`config.mk`:
```
export PLATFORM = sky130hd
export DESIGN_NAME = adv_packet_filter_extract_flat
export DESIGN_NICKNAME = d
export VERILOG_FILES = /design/src/rtl/apfe_pkg.sv /design/src/rtl/apfe_in_if.sv /design/src/rtl/apfe_out_if.sv /design/src/rtl/adv_packet_filter_extract.sv /design/src/rtl/apfe_walker.sv /design/src/rtl/apfe_drain.sv /design/src/flat_wrapper.sv
export SDC_FILE = /design/constraint.sdc
export NUM_CORES = 1
export LEC_CHECK = 0
export BUFFER_PORTS_ARGS = -buffer_cell sky130_fd_sc_hd__buf_2
export CORE_ASPECT_RATIO = 0.5
export CORE_UTILIZATION = 30
export CTS_BUF_LIST = sky130_fd_sc_hd__clkbuf_8
export CTS_CLUSTER_DIAMETER = 150
export CTS_CLUSTER_SIZE = 10
export DETAILED_ROUTE_END_ITERATION = 6
export MAX_ROUTING_LAYER = met4
export SKIP_LAST_GASP = 1
export SLEW_MARGIN = 10
export SYNTH_ARGS = -nofsm -noshare
export SYNTH_HDL_FRONTEND = slang
export SYNTH_SLANG_ARGS = --single-unit
```
`constraint.sdc`:
```
create_clock -name clk -period 6.29 [get_ports clk]
set_input_delay 1.258 -clock clk [delete_from_list [all_inputs] [get_ports clk]]
set_output_delay 1.258 -clock clk [all_outputs]
set_load 0.02 [all_outputs]
```
`src/rtl/apfe_pkg.sv`:
```
// apfe_pkg: shared types, constants and register indexes of the advertising
// packet filter. Used by every module of the block, depends on nothing.
`timescale 1ns / 1ps

package apfe_pkg;

  localparam int MAX_PACKET_DEF = 31;
  localparam int MFG_DEPTH      = 29;
  localparam int MFG_AW         = $clog2(MFG_DEPTH);

  localparam int CFG_ADDR_W = 3;
  localparam int CFG_DATA_W = 24;

  localparam logic [CFG_ADDR_W-1:0] REG_NAME_PREFIX = 3'd0;
  localparam logic [CFG_ADDR_W-1:0] REG_NAME_TYPE   = 3'd1;
  localparam logic [CFG_ADDR_W-1:0] REG_MFG_TYPE    = 3'd2;
  localparam logic [CFG_ADDR_W-1:0] REG_MFG_MIN_LEN = 3'd3;
  localparam logic [CFG_ADDR_W-1:0] REG_MFG_SKIP    = 3'd4;

  localparam logic [23:0] NAME_PREFIX_RST = 24'h425953;
  localparam logic [7:0]  NAME_TYPE_RST   = 8'h09;
  localparam logic [7:0]  MFG_TYPE_RST    = 8'hFF;
  localparam logic [7:0]  MFG_MIN_LEN_RST = 8'd20;
  localparam logic [7:0]  MFG_SKIP_RST    = 8'd6;

  typedef struct packed {
    logic [23:0] name_prefix;
    logic [7:0]  name_type;
    logic [7:0]  mfg_type;
    logic [7:0]  mfg_min_len;
    logic [7:0]  mfg_skip;
  } cfg_t;

  // buffer write from the walker
  typedef struct packed {
    logic              en;
    logic [MFG_AW-1:0] addr;
    logic [7:0]        data;
  } buf_wr_t;

  // drain request for an accepted packet: entries first .. stop-1
  typedef struct packed {
    logic              go;
    logic [MFG_AW-1:0] first;
    logic [MFG_AW-1:0] stop;
  } drain_req_t;

endpackage

```
`src/rtl/apfe_in_if.sv`:
```
// apfe_in_if: input item channel, one advertising byte per item.
// Depends on nothing.
`timescale 1ns / 1ps

interface apfe_in_if;
  logic       valid;
  logic       ready;
  logic [7:0] adv_byte;
  logic       last_byte;

  modport source (output valid, output adv_byte, output last_byte, input ready);
  modport sink (input valid, input adv_byte, input last_byte, output ready);
endinterface

```
`src/rtl/apfe_out_if.sv`:
```
// apfe_out_if: result item channel, one extracted payload byte per item.
// Depends on nothing.
`timescale 1ns / 1ps

interface apfe_out_if;
  logic       valid;
  logic       ready;
  logic [7:0] payload_byte;
  logic [4:0] payload_index;
  logic       payload_last;

  modport source (output valid, output payload_byte, output payload_index,
                  output payload_last, input ready);
  modport sink (input valid, input payload_byte, input payload_index,
                input payload_last, output ready);
endinterface

```
`src/rtl/adv_packet_filter_extract.sv`:
```
// adv_packet_filter_extract: advertising packet filter and manufacturer
// payload extractor. Top level; depends on apfe_pkg, the two channel
// interfaces, apfe_walker and apfe_drain.
//
// Usage: advertising bytes enter on adv, one per item, last_byte on the
// final byte of a packet. Every byte is taken in the cycle it is offered,
// except after an accepted packet: then adv.ready stays low while the run
// is read from the 29-entry buffer memory, and longer while the receiver
// stalls. Results leave on payload; the buffer read data register is the
// output register, so the first result is offered once busy is set and
// the first read has loaded it. A stalled receiver simply holds the
// current result and pauses the read sequencer; a new packet may start
// while the last result of a run still waits. A rejected packet gives no
// result and no pause. Registers must be written on cfg_we with cfg_addr
// and cfg_wdata while idle; the block itself does not enforce it.
// Reset (rst, synchronous) returns the packet walk, the sequencer and the
// registers to their defaults; the buffer memory is not cleared, only
// entries written in the current packet are read.
`timescale 1ns / 1ps

module adv_packet_filter_extract #(
  parameter int MAX_PACKET = apfe_pkg::MAX_PACKET_DEF
) (
  input  logic                            clk,
  input  logic                            rst,
  apfe_in_if.sink                         adv,
  apfe_out_if.source                      payload,
  input  logic                            cfg_we,
  input  logic [apfe_pkg::CFG_ADDR_W-1:0] cfg_addr,
  input  logic [apfe_pkg::CFG_DATA_W-1:0] cfg_wdata
);
  import apfe_pkg::*;

  cfg_t       cfg;
  buf_wr_t    buf_wr;
  drain_req_t drain_req;
  logic       busy;
  logic       accept;

  always_ff @(posedge clk) begin
    if (rst) begin
      cfg.name_prefix <= NAME_PREFIX_RST;
      cfg.name_type   <= NAME_TYPE_RST;
      cfg.mfg_type    <= MFG_TYPE_RST;
      cfg.mfg_min_len <= MFG_MIN_LEN_RST;
      cfg.mfg_skip    <= MFG_SKIP_RST;
    end else if (cfg_we) begin
      unique case (cfg_addr)
        REG_NAME_PREFIX: cfg.name_prefix <= cfg_wdata;
        REG_NAME_TYPE:   cfg.name_type   <= cfg_wdata[7:0];
        REG_MFG_TYPE:    cfg.mfg_type    <= cfg_wdata[7:0];
        REG_MFG_MIN_LEN: cfg.mfg_min_len <= cfg_wdata[7:0];
        REG_MFG_SKIP:    cfg.mfg_skip    <= cfg_wdata[7:0];
        default: ;
      endcase
    end
  end

  // buffer is busy being read out, hold off the next packet
  assign adv.ready = !busy;
  assign accept    = adv.valid && adv.ready;

  apfe_walker #(.MAX_PACKET(MAX_PACKET)) u_walker (
    .clk       (clk),
    .rst       (rst),
    .cfg       (cfg),
    .accept    (accept),
    .adv_byte  (adv.adv_byte),
    .last_byte (adv.last_byte),
    .buf_wr    (buf_wr),
    .drain_req (drain_req)
  );

  apfe_drain u_drain (
    .clk       (clk),
    .rst       (rst),
    .buf_wr    (buf_wr),
    .drain_req (drain_req),
    .busy      (busy),
    .payload   (payload)
  );

  a_go_blocks_input: assert property (@(posedge clk) disable iff (rst)
    drain_req.go |=> !adv.ready)
    else $error("input not held off after an accepted packet");

  a_no_write_while_read: assert property (@(posedge clk) disable iff (rst)
    !(buf_wr.en && busy))
    else $error("buffer written during read-out");

  a_run_range: assert property (@(posedge clk) disable iff (rst)
    drain_req.go |-> (drain_req.first < drain_req.stop) &&
                     (drain_req.stop <= MFG_AW'(MFG_DEPTH)))
    else $error("bad run bounds");

endmodule

```
`src/rtl/apfe_walker.sv`:
```
// apfe_walker: walks the length-type-payload structures of one packet,
// writes manufacturer payload bytes to the buffer and judges the packet.
// Depends on apfe_pkg.
`timescale 1ns / 1ps

module apfe_walker #(
  parameter int MAX_PACKET = apfe_pkg::MAX_PACKET_DEF
) (
  input  logic                clk,
  input  logic                rst,
  input  apfe_pkg::cfg_t      cfg,
  input  logic                accept,
  input  logic [7:0]          adv_byte,
  input  logic                last_byte,
  output apfe_pkg::buf_wr_t   buf_wr,
  output apfe_pkg::drain_req_t drain_req
);
  import apfe_pkg::*;

  localparam int PW = $clog2(MAX_PACKET + 2);
  localparam logic [PW-1:0] POS_LIMIT = PW'(MAX_PACKET);
  localparam logic [PW-1:0] POS_SAT   = PW'(MAX_PACKET + 1);

  typedef enum logic [1:0] {PH_LEN, PH_TYPE, PH_DATA} phase_t;

  phase_t      phase, phase_next;
  logic [PW-1:0] pos, pos_next;
  logic [7:0]  remaining, remaining_next;
  logic [1:0]  kind, kind_next;
  logic        stopped, stopped_next;
  logic        name_seen, name_seen_next;
  logic        name_match, name_match_next;
  logic [1:0]  name_count, name_count_next;
  logic        mfg_seen, mfg_seen_next;
  logic [7:0]  mfg_length, mfg_length_next;
  logic [7:0]  want;
  logic [1:0]  done_kind;
  logic        done;
  logic        wr_en;
  logic        pass;
  logic [MFG_AW-1:0] stored;

  always_comb begin
    unique case (name_count)
      2'd0:    want = cfg.name_prefix[23:16];
      2'd1:    want = cfg.name_prefix[15:8];
      default: want = cfg.name_prefix[7:0];
    endcase
  end

  always_comb begin
    phase_next      = phase;
    remaining_next  = remaining;
    kind_next       = kind;
    name_seen_next  = name_seen;
    name_match_next = name_match;
    name_count_next = name_count;
    mfg_seen_next   = mfg_seen;
    mfg_length_next = mfg_length;
    done            = 1'b0;
    done_kind       = 2'b00;
    wr_en           = 1'b0;
    stopped_next    = stopped || (pos >= POS_LIMIT);
    pos_next        = (pos == POS_SAT) ? pos : pos + PW'(1);

    if (!stopped_next) begin
      unique case (phase)
        PH_LEN: begin
          if (adv_byte == 8'd0) begin
            // a zero length on the final byte is just padding
            if (!last_byte) stopped_next = 1'b1;
          end else begin
            remaining_next = adv_byte;
            phase_next     = PH_TYPE;
          end
        end
        PH_TYPE: begin
          remaining_next = remaining - 8'd1;
          kind_next      = 2'b00;
          if (adv_byte == cfg.name_type && !name_seen) begin
            kind_next[0]    = 1'b1;
            name_count_next = 2'd0;
            name_match_next = 1'b1;
          end
          if (adv_byte == cfg.mfg_type && !mfg_seen) begin
            kind_next[1]    = 1'b1;
            mfg_length_next = 8'd0;
          end
          if (remaining_next == 8'd0) begin
            done      = 1'b1;
            done_kind = kind_next;
          end else begin
            phase_next = PH_DATA;
          end
        end
        default: begin
          if (kind[0]) begin
            if (name_count != 2'd3) begin
              if (adv_byte != want) name_match_next = 1'b0;
              name_count_next = name_count + 2'd1;
            end
          end
          if (kind[1]) begin
            wr_en = (mfg_length < 8'(MFG_DEPTH));
            if (mfg_length != 8'hFF) mfg_length_next = mfg_length + 8'd1;
          end
          remaining_next = remaining - 8'd1;
          if (remaining_next == 8'd0) begin
            done      = 1'b1;
            done_kind = kind;
          end
        end
      endcase
    end

    if (done) begin
      if (done_kind[0]) name_seen_next = 1'b1;
      if (done_kind[1]) mfg_seen_next = 1'b1;
      kind_next  = 2'b00;
      phase_next = PH_LEN;
    end
  end

  // verdict on the state as it stands after the final byte
  always_comb begin
    stored = (mfg_length_next < 8'(MFG_DEPTH)) ? mfg_length_next[MFG_AW-1:0]
                                               : MFG_AW'(MFG_DEPTH);
    pass = (pos_next <= POS_LIMIT) && name_seen_next && name_match_next &&
           (name_count_next == 2'd3) && mfg_seen_next &&
           (mfg_length_next >= cfg.mfg_min_len);
  end

  assign buf_wr.en      = accept && wr_en;
  assign buf_wr.addr    = mfg_length[MFG_AW-1:0];
  assign buf_wr.data    = adv_byte;
  assign drain_req.go    = accept && last_byte && pass && (cfg.mfg_skip < 8'(stored));
  assign drain_req.first = cfg.mfg_skip[MFG_AW-1:0];
  assign drain_req.stop  = stored;

  always_ff @(posedge clk) begin
    if (rst || (accept && last_byte)) begin
      phase      <= PH_LEN;
      pos        <= '0;
      remaining  <= '0;
      kind       <= '0;
      stopped    <= 1'b0;
      name_seen  <= 1'b0;
      name_match <= 1'b0;
      name_count <= '0;
      mfg_seen   <= 1'b0;
      mfg_length <= '0;
    end else if (accept) begin
      phase      <= phase_next;
      pos        <= pos_next;
      remaining  <= remaining_next;
      kind       <= kind_next;
      stopped    <= stopped_next;
      name_seen  <= name_seen_next;
      name_match <= name_match_next;
      name_count <= name_count_next;
      mfg_seen   <= mfg_seen_next;
      mfg_length <= mfg_length_next;
    end
  end

endmodule

```
`src/rtl/apfe_drain.sv`:
```
// apfe_drain: manufacturer payload buffer memory and the read sequencer
// that streams an accepted run out. Depends on apfe_pkg and apfe_out_if.
`timescale 1ns / 1ps

module apfe_drain (
  input  logic                 clk,
  input  logic                 rst,
  input  apfe_pkg::buf_wr_t    buf_wr,
  input  apfe_pkg::drain_req_t drain_req,
  output logic                 busy,
  apfe_out_if.source           payload
);
  import apfe_pkg::*;

  logic [7:0]        mem [MFG_DEPTH];
  logic [MFG_AW-1:0] rd_addr;
  logic [MFG_AW-1:0] stop;
  logic [4:0]        run_index;
  logic [7:0]        rd_data;
  logic              out_valid;
  logic [4:0]        out_index;
  logic              out_last;
  logic              issue;
  logic              final_read;

  // read data register doubles as the output register
  assign issue      = busy && (!out_valid || payload.ready);
  assign final_read = (rd_addr + MFG_AW'(1)) == stop;

  always_ff @(posedge clk) begin
    if (buf_wr.en) mem[buf_wr.addr] <= buf_wr.data;
  end

  always_ff @(posedge clk) begin
    if (issue) rd_data <= mem[rd_addr];
  end

  always_ff @(posedge clk) begin
    if (rst) begin
      busy      <= 1'b0;
      out_valid <= 1'b0;
      rd_addr   <= '0;
      stop      <= '0;
      run_index <= '0;
      out_index <= '0;
      out_last  <= 1'b0;
    end else begin
      if (drain_req.go) begin
        busy      <= 1'b1;
        rd_addr   <= drain_req.first;
        stop      <= drain_req.stop;
        run_index <= '0;
      end else if (issue) begin
        rd_addr   <= rd_addr + MFG_AW'(1);
        run_index <= run_index + 5'd1;
        if (final_read) busy <= 1'b0;
      end
      if (issue) begin
        out_valid <= 1'b1;
        out_index <= run_index;
        out_last  <= final_read;
      end else if (payload.ready) begin
        out_valid <= 1'b0;
      end
    end
  end

  assign payload.valid         = out_valid;
  assign payload.payload_byte  = rd_data;
  assign payload.payload_index = out_index;
  assign payload.payload_last  = out_last;

endmodule
```
`src/flat_wrapper.sv`:
```
// flat-port wrapper written by rule: the top's interface ports become plain ports
module adv_packet_filter_extract_flat import apfe_pkg::*;
#(
  parameter int MAX_PACKET = apfe_pkg::MAX_PACKET_DEF
)
  (clk, rst, cfg_we, cfg_addr, cfg_wdata, adv_valid, adv_adv_byte, adv_last_byte, adv_ready, payload_valid, payload_payload_byte, payload_payload_index, payload_payload_last, payload_ready);
  apfe_in_if adv_i ();
  apfe_out_if payload_i ();
  input  logic clk;
  input  logic rst;
  input  logic cfg_we;
  input  logic [apfe_pkg::CFG_ADDR_W-1:0] cfg_addr;
  input  logic [apfe_pkg::CFG_DATA_W-1:0] cfg_wdata;
  input wire logic [$bits(adv_i.valid)-1:0] adv_valid;
  input wire logic [$bits(adv_i.adv_byte)-1:0] adv_adv_byte;
  input wire logic [$bits(adv_i.last_byte)-1:0] adv_last_byte;
  output wire logic [$bits(adv_i.ready)-1:0] adv_ready;
  output wire logic [$bits(payload_i.valid)-1:0] payload_valid;
  output wire logic [$bits(payload_i.payload_byte)-1:0] payload_payload_byte;
  output wire logic [$bits(payload_i.payload_index)-1:0] payload_payload_index;
  output wire logic [$bits(payload_i.payload_last)-1:0] payload_payload_last;
  input wire logic [$bits(payload_i.ready)-1:0] payload_ready;
  assign adv_i.valid = adv_valid;
  assign adv_i.adv_byte = adv_adv_byte;
  assign adv_i.last_byte = adv_last_byte;
  assign adv_ready = adv_i.ready;
  assign payload_valid = payload_i.valid;
  assign payload_payload_byte = payload_i.payload_byte;
  assign payload_payload_index = payload_i.payload_index;
  assign payload_payload_last = payload_i.payload_last;
  assign payload_i.ready = payload_ready;
  adv_packet_filter_extract #(.MAX_PACKET(MAX_PACKET)) u_core (.clk(clk), .rst(rst), .adv(adv_i), .payload(payload_i), .cfg_we(cfg_we), .cfg_addr(cfg_addr), .cfg_wdata(cfg_wdata));
endmodule
```
# Word level (Yosys, flattened, before mapping)
# Memories as Yosys holds them, arrays and structs flattened. A register that Yosys moved wholly into a read port is not among the register bits.
# Index checks and enable logic that the tools add are counted.
[word_totals]
reg_bits = 111
mem_bits_rw = 232
n_memories = 1
out_inout_bits = 16
[mem_list]
columns = ["name", "words", "word_bits", "rd", "rd_clocked_by_memory_dff", "write_ports", "line_no", "source"]
rows = [
  ["u_core.u_drain.mem", 29, 8, 1, 1, 1, "apfe_drain.sv:15", "logic [7:0] mem [MFG_DEPTH];"],
]
[op_classes]
mux = 58
bitwise = 1
n_reduce_logical = 41
addsub = 6
order_cmp = 6
eq_ne = 18
[op_table]
columns = ["op", "n"]
rows = [
  ["two-way mux 8 bit", 6],
  ["one-hot mux 8 bit (2 select lines)", 2],
  ["two-way mux 1 bit", 28],
  ["two-way mux 2 bit", 14],
  ["equality test 8 bit", 2],
  ["logical NOT 8 bit", 2],
  ["< comparator 8 x 5 -> 1 bit (second input constant)", 2],
  ["two-way mux 5 bit", 3],
  ["logical AND 1 bit", 13],
  ["one-hot mux 2 bit (2 select lines)", 3],
  ["AND reduction 2 bit", 6],
  ["adder 5 x 1 -> 5 bit (second input constant)", 2],
  ["adder 8 x 1 -> 8 bit (second input constant)", 1],
  ["greater-or-equal comparator 8 bit", 1],
  ["< comparator 8 x 5 -> 1 bit", 1],
  ["inequality test 8 bit", 1],
  ["inequality test 8 bit (second input constant)", 1],
  ["nonzero test 2 bit", 4],
  ["subtractor 8 x 1 -> 8 bit (second input constant)", 1],
  ["adder 6 x 1 -> 6 bit (second input constant)", 1],
  ["equality test 3 x 2 -> 1 bit (second input constant)", 2],
  ["equality test 6 bit (second input constant)", 1],
  ["greater-or-equal comparator 6 x 5 -> 1 bit (second input constant)", 1],
  ["less-or-equal comparator 6 x 5 -> 1 bit (second input constant)", 1],
  ["other kinds (19)", 31],
]

# Logic depth before layout (Yosys ltp)
[logic_depth]
depth_word = 17
ltp_mapped = 16

# Modules after synthesis
# Synthesis repeated with hierarchy kept, for this count alone.
[unflattened]
cells_unflattened = 1187
area_unflattened_um2 = 15722.6
[by_module_without_submodules]
columns = ["module", "instances", "area_each_um2", "cells_each"]
rows = [
  ["apfe_drain", 1, 10296.1, 550],
  ["apfe_walker", 1, 3095.5, 411],
  ["adv_packet_filter_extract", 1, 2331.0, 226],
]

# Worst setup path after synthesis
# No wires, ideal clock.
[synth_path]
path_kind = "input to register"
from = "in adv_adv_byte[1]"
to = "reg u_core.u_drain.rd_addr[0]"
cell_stages = 14
arrival_ps = 4821
setup_time_ps = 121
slack_ps = 1349
cell_sequence = "clkbuf_1 xor2_1 a211oi_2 nand4_1 a221o_2 nand3_1 nand3_1 ha_1 a22o_1 o31ai_1 o2111ai_1 or4_4 a311oi_4 mux2_2"
[synth_between]
word_cells_on_any_way = 40
[synth_lines]
columns = ["element", "line_no", "source"]
rows = [
  ["start: declaration", "flat_wrapper.sv:15", "input wire logic [$bits(adv_i.adv_byte)-1:0] adv_adv_byte;"],
  ["equality test 8 bit *", "apfe_walker.sv:85", "if (adv_byte == cfg.mfg_type && !mfg_seen) begin"],
  ["logical AND 1 bit *", "apfe_walker.sv:85", ""],
  ["two-way mux 8 bit *", "apfe_walker.sv:85", ""],
  ["one-hot mux 8 bit (2 select lines) *", "apfe_walker.sv:67", "unique case (phase)"],
  ["two-way mux 8 bit *", "apfe_walker.sv:66", "if (!stopped_next) begin"],
  ["named net u_core.u_walker.mfg_length_next[2]", "apfe_walker.sv:35", "logic [7:0] mfg_length, mfg_length_next;"],
  ["< comparator 8 x 5 -> 1 bit / greater-or-equal comparator 8 bit (equally long branches)", "apfe_walker.sv:126, apfe_walker.sv:130", ""],
  ["two-way mux 5 bit / logical AND 1 bit (equally long branches)", "apfe_walker.sv:126, apfe_walker.sv:129", ""],
  ["< comparator 8 x 5 -> 1 bit / logical AND 1 bit (equally long branches)", "apfe_walker.sv:136", "assign drain_req.go = accept && last_byte && pass && (cfg.mfg_skip < 8'(stored));"],
  ["logical AND 1 bit *", "apfe_walker.sv:136", ""],
  ["two-way mux 5 bit / nonzero test 2 bit (equally long branches)", "--", ""],
  ["end signal: assignment", "apfe_drain.sv:50", "rd_addr <= drain_req.first;"],
  ["end signal: assignment", "apfe_drain.sv:54", "rd_addr <= rd_addr + MFG_AW'(1);"],
  ["end: declaration", "apfe_drain.sv:16", "logic [MFG_AW-1:0] rd_addr;"],
]
# Mark *: on every way through the listed nets, which the timed path passes. The rest lies on a longest branch.
# A chain may end at the register's enable or synchronous reset.

# Worst setup path after layout
[layout_path]
from = "in adv_adv_byte[0]"
to = "reg u_core.u_drain.stop[2]"
[layout_between]
word_cells_on_any_way = 38
[layout_lines]
columns = ["element", "line_no", "source"]
rows = [
  ["equality test 8 bit *", "apfe_walker.sv:85", ""],
  ["logical AND 1 bit *", "apfe_walker.sv:85", ""],
  ["two-way mux 8 bit *", "apfe_walker.sv:85", ""],
  ["one-hot mux 8 bit (2 select lines) *", "apfe_walker.sv:67", ""],
  ["two-way mux 8 bit *", "apfe_walker.sv:66", ""],
  ["named net u_core.u_walker.mfg_length_next[2]", "apfe_walker.sv:35", ""],
  ["< comparator 8 x 5 -> 1 bit / greater-or-equal comparator 8 bit (equally long branches)", "apfe_walker.sv:126, apfe_walker.sv:130", ""],
  ["two-way mux 5 bit / logical AND 1 bit (equally long branches)", "apfe_walker.sv:126, apfe_walker.sv:129", ""],
  ["< comparator 8 x 5 -> 1 bit / logical AND 1 bit (equally long branches)", "apfe_walker.sv:136", ""],
  ["logical AND 1 bit", "apfe_walker.sv:136", ""],
  ["end signal: assignment", "apfe_drain.sv:51", "stop <= drain_req.stop;"],
  ["end: declaration", "apfe_drain.sv:17", "logic [MFG_AW-1:0] stop;"],
]
# Marked as above.

==> metrics.yaml <==
min_period_over_period_pct: 84.5
gp_congestion: 0.896
diodes: 0
worstMarginPinSlew_ns: 0.945
final_antenna_net_count: 0
status: "finished, final reports clean"
synth_seq_area_share_pct: 61.6
final_layout_size_suffix_gt1_share_pct: 18.8
die_w_um: 321
setup_tns_ns: 0
multi_input_area_mm2: 0.00549
areaGrowthSynthToFinish_pct: 11.3
synth-edff-count: 240
worstPathMaxFanout: 13
p_per_area_mw_per_mm2: 242
io_pins: 57
synth_cell_types: 81
holdPathEnd: "u_core.u_drain.payload.payload_index[0]"
cts_resized: 0
fin_nets: 1273
cts_hold_buffers: 0
async_flop_share_pct: 0
netlist_instances: 1155
port-buffer-count: 56
drc: 0
reg2regPathDepth: 15
vias_per_cell: 4.93
utilization_pct: 33.8
cp.required_ns: 6.79
synth_area_per_cell_um2: 13.2
insertion_delay_ns: 0.58
start_kind: "input port"
hold_start: "u_core.u_drain.payload.payload_index[0]"
grt_setup_unrepaired: "false"
grt_pass1_vias: 9183
overflow: 0
cts_tree: "built"
hold_path_depth: 2
core_area_mm2: 0.0503
clock_sinks: 351
irDropWorstVdd_mv: 0.130
grt_antenna_before_repair: 1
die_area_mm2: 0.0520
reg2reg_slack_ns: 1.19
drt-wirelength-per-cell_um: 19.0
drt_iter0_drc: 707
firstDrtPassIters: 4
path_class: "in2reg"
hold_violations: 0
end_kind: "register"
ctsRootBufferMaster: "clkbuf_8"
num_vias: 9504
nFillCells: 4923
post_cts_buffers: 0
holdCritPathClass: "reg2reg"
yosys_most_used_dff: "edfxtp_1"
slew_viol_final: 0
synth.yosys.warnings: 0
netlist_area_mm2: 0.0153
initial_core_util_pct: 30.4
worstPathArrival_ns: 5.82
fin_worst_skew_ns: 0.0369
syn-num-nets: 1218
numCtsBuffers: 41
synthTopCellsByArea: "edfxtp_1 47%, dfxtp_1 15%, mux4_2 11%"
grt_pass1_wl_um: 56300
setup_violations: 0
layout_common_cells: "240 x edfxtp_1, 155 x nand2_1, 109 x dfxtp_1, 77 x nor2_1, 72 x mux4_2"
wl_um: 36700
finalCriticalPeriod_ns: 5.31
yosys.area.top_type: "edfxtp_1"
die_h_um: 162
ys_ff_latch: 351
htreeDepth: 2
leakage_nw: 5.56
clk_pin_slew_ns: 0.07
grt_max_degree: 60
maxCapViolCount: 0
final_common_cell: "edfxtp_1"
clk_path_buf_depth: 3
regArea_mm2: 0.00943
r2r_start: "u_core.u_walker.pos[0]"
num_rows: 58
grtUsageTotal_pct: 14.6
reg2reg_to: "u_core.u_drain.stop[2]"
slew_headroom_pct: 36.9
max_clock_freq_mhz: 188
netlist.area_leader.share_pct: 47.1
dpl.hpwl_um: 24000
-- per-layer routing --
layer | global-route usage [%] | vias up | wire length (um)
li1 | - | 4471 | -
met2 | 22.5 | 207 | 17000
met1 | 20.3 | 4782 | 17500
met5 | - | - | 0
met4 | 3.46 | 0 | 569
met3 | 2.13 | 44 | 1690
-- worst max path at each step --
stage | from | to | slack (ns) | cells after the start
2_1_floorplan | adv_adv_byte[1] | u_core.u_drain.rd_addr[0] | 1.35 | 14
3_3_place_gp | adv_adv_byte[0] | u_core.u_drain.rd_addr[1] | 0.52 | 14
3_5_place_dp | adv_adv_byte[0] | u_core.u_drain.stop[2] | 0.42 | 15
4_1_cts | adv_adv_byte[0] | u_core.u_drain.stop[2] | 1.01 | 15
5_1_grt | adv_adv_byte[0] | u_core.u_drain.stop[2] | 0.61 | 15
6_report | adv_adv_byte[0] | u_core.u_drain.stop[2] | 0.98 | 15
-- synth_stat cells (8+ instances only) --
master / number
a211oi_1: 12
a21oi_1: 54
a31oi_1: 12
buf_1: 8
clkbuf_1: 44
dfxtp_1: 111
edfxtp_1: 240
ha_1: 22
inv_1: 28
mux2_2: 16
mux2i_1: 20
mux4_2: 72
nand2_1: 155
nand3_1: 44
nand4_1: 13
nor2_1: 77
nor2b_1: 9
nor3_1: 18
o211ai_1: 8
o21ai_0: 29
xnor2_1: 20
xor2_1: 13
-- report_power, final --
group	internal [mW]	leakage (nW)	switching [mW]	total (mW)
logic	0.0618	2.05	0.128	0.190
clock network	0.626	0.456	0.806	1.43
registers	2.47	3.06	0.0191	2.49
-- state kept, by name (all words and copies together) (netlist names), 5 cells and up, named ones only --
signal                                flops
u_core.u_walker.mfg_length                8
u_core.u_drain.payload.payload_byte       8
u_core.u_walker.remaining                 8
u_core.u_drain.payload.payload_index      5
u_core.u_drain.stop                       5
u_core.u_walker.pos                       5
u_core.cfg                               56
u_core.u_drain.rd_addr                    5
u_core.u_drain.run_index                  5
u_core.u_drain.mem                      232
-- cell type report --
cell class	count	area share (%)
Clock buffer	42	3.40
Clock inverter	29	0.742
Inverter	31	0.684
Multi-Input combinational cell	711	32.2
Sequential cell	351	55.4
Tap cell	690	5.07
Timing Repair Buffer	74	2.44
-- worst max-delay path, cell delays in order --
cell and delay [ns]:
buf_2 0.17, xor2_1 0.16, nor3_2 0.45, nand4_1 0.44, a221o_2 0.52, nand3_1 0.13, nand3_1 0.09, ha_1 0.33
a22o_1 0.18, o31ai_1 0.30, o2111ai_1 0.16, or4_4 0.52, a311oi_4 0.66, buf_4 0.27, mux2i_1 0.18
-- per-stage QoR --
stage                     hold slack, ns  cells  setup slack (ns)  instance area, um2  power, mW
after global placement             0.441   1857             0.519               16300       2.73
final                              0.452   1928             0.977               17000       4.12
after detailed placement           0.445   1857             0.417               16300       2.74
after global routing               0.473   1928             0.611               17000       4.27
after floorplan                    0.433   1155              1.35               15300       2.65
after CTS                          0.455   1928              1.01               17000       4.15
-- cells by family after synthesis --
logic type	after synthesis	share of synthesized area [%]
AND/OR/NAND/NOR	373	11.4
flip-flops	351	61.6
AO/OA/AOI/OAI	175	7.72
multiplexers	108	13.1
buffers and inverters	93	2.49
XOR/XNOR	33	1.89
adder cells (fa/ha/maj)	22	1.80
Note: power is estimated with default switching activity, not from simulation.
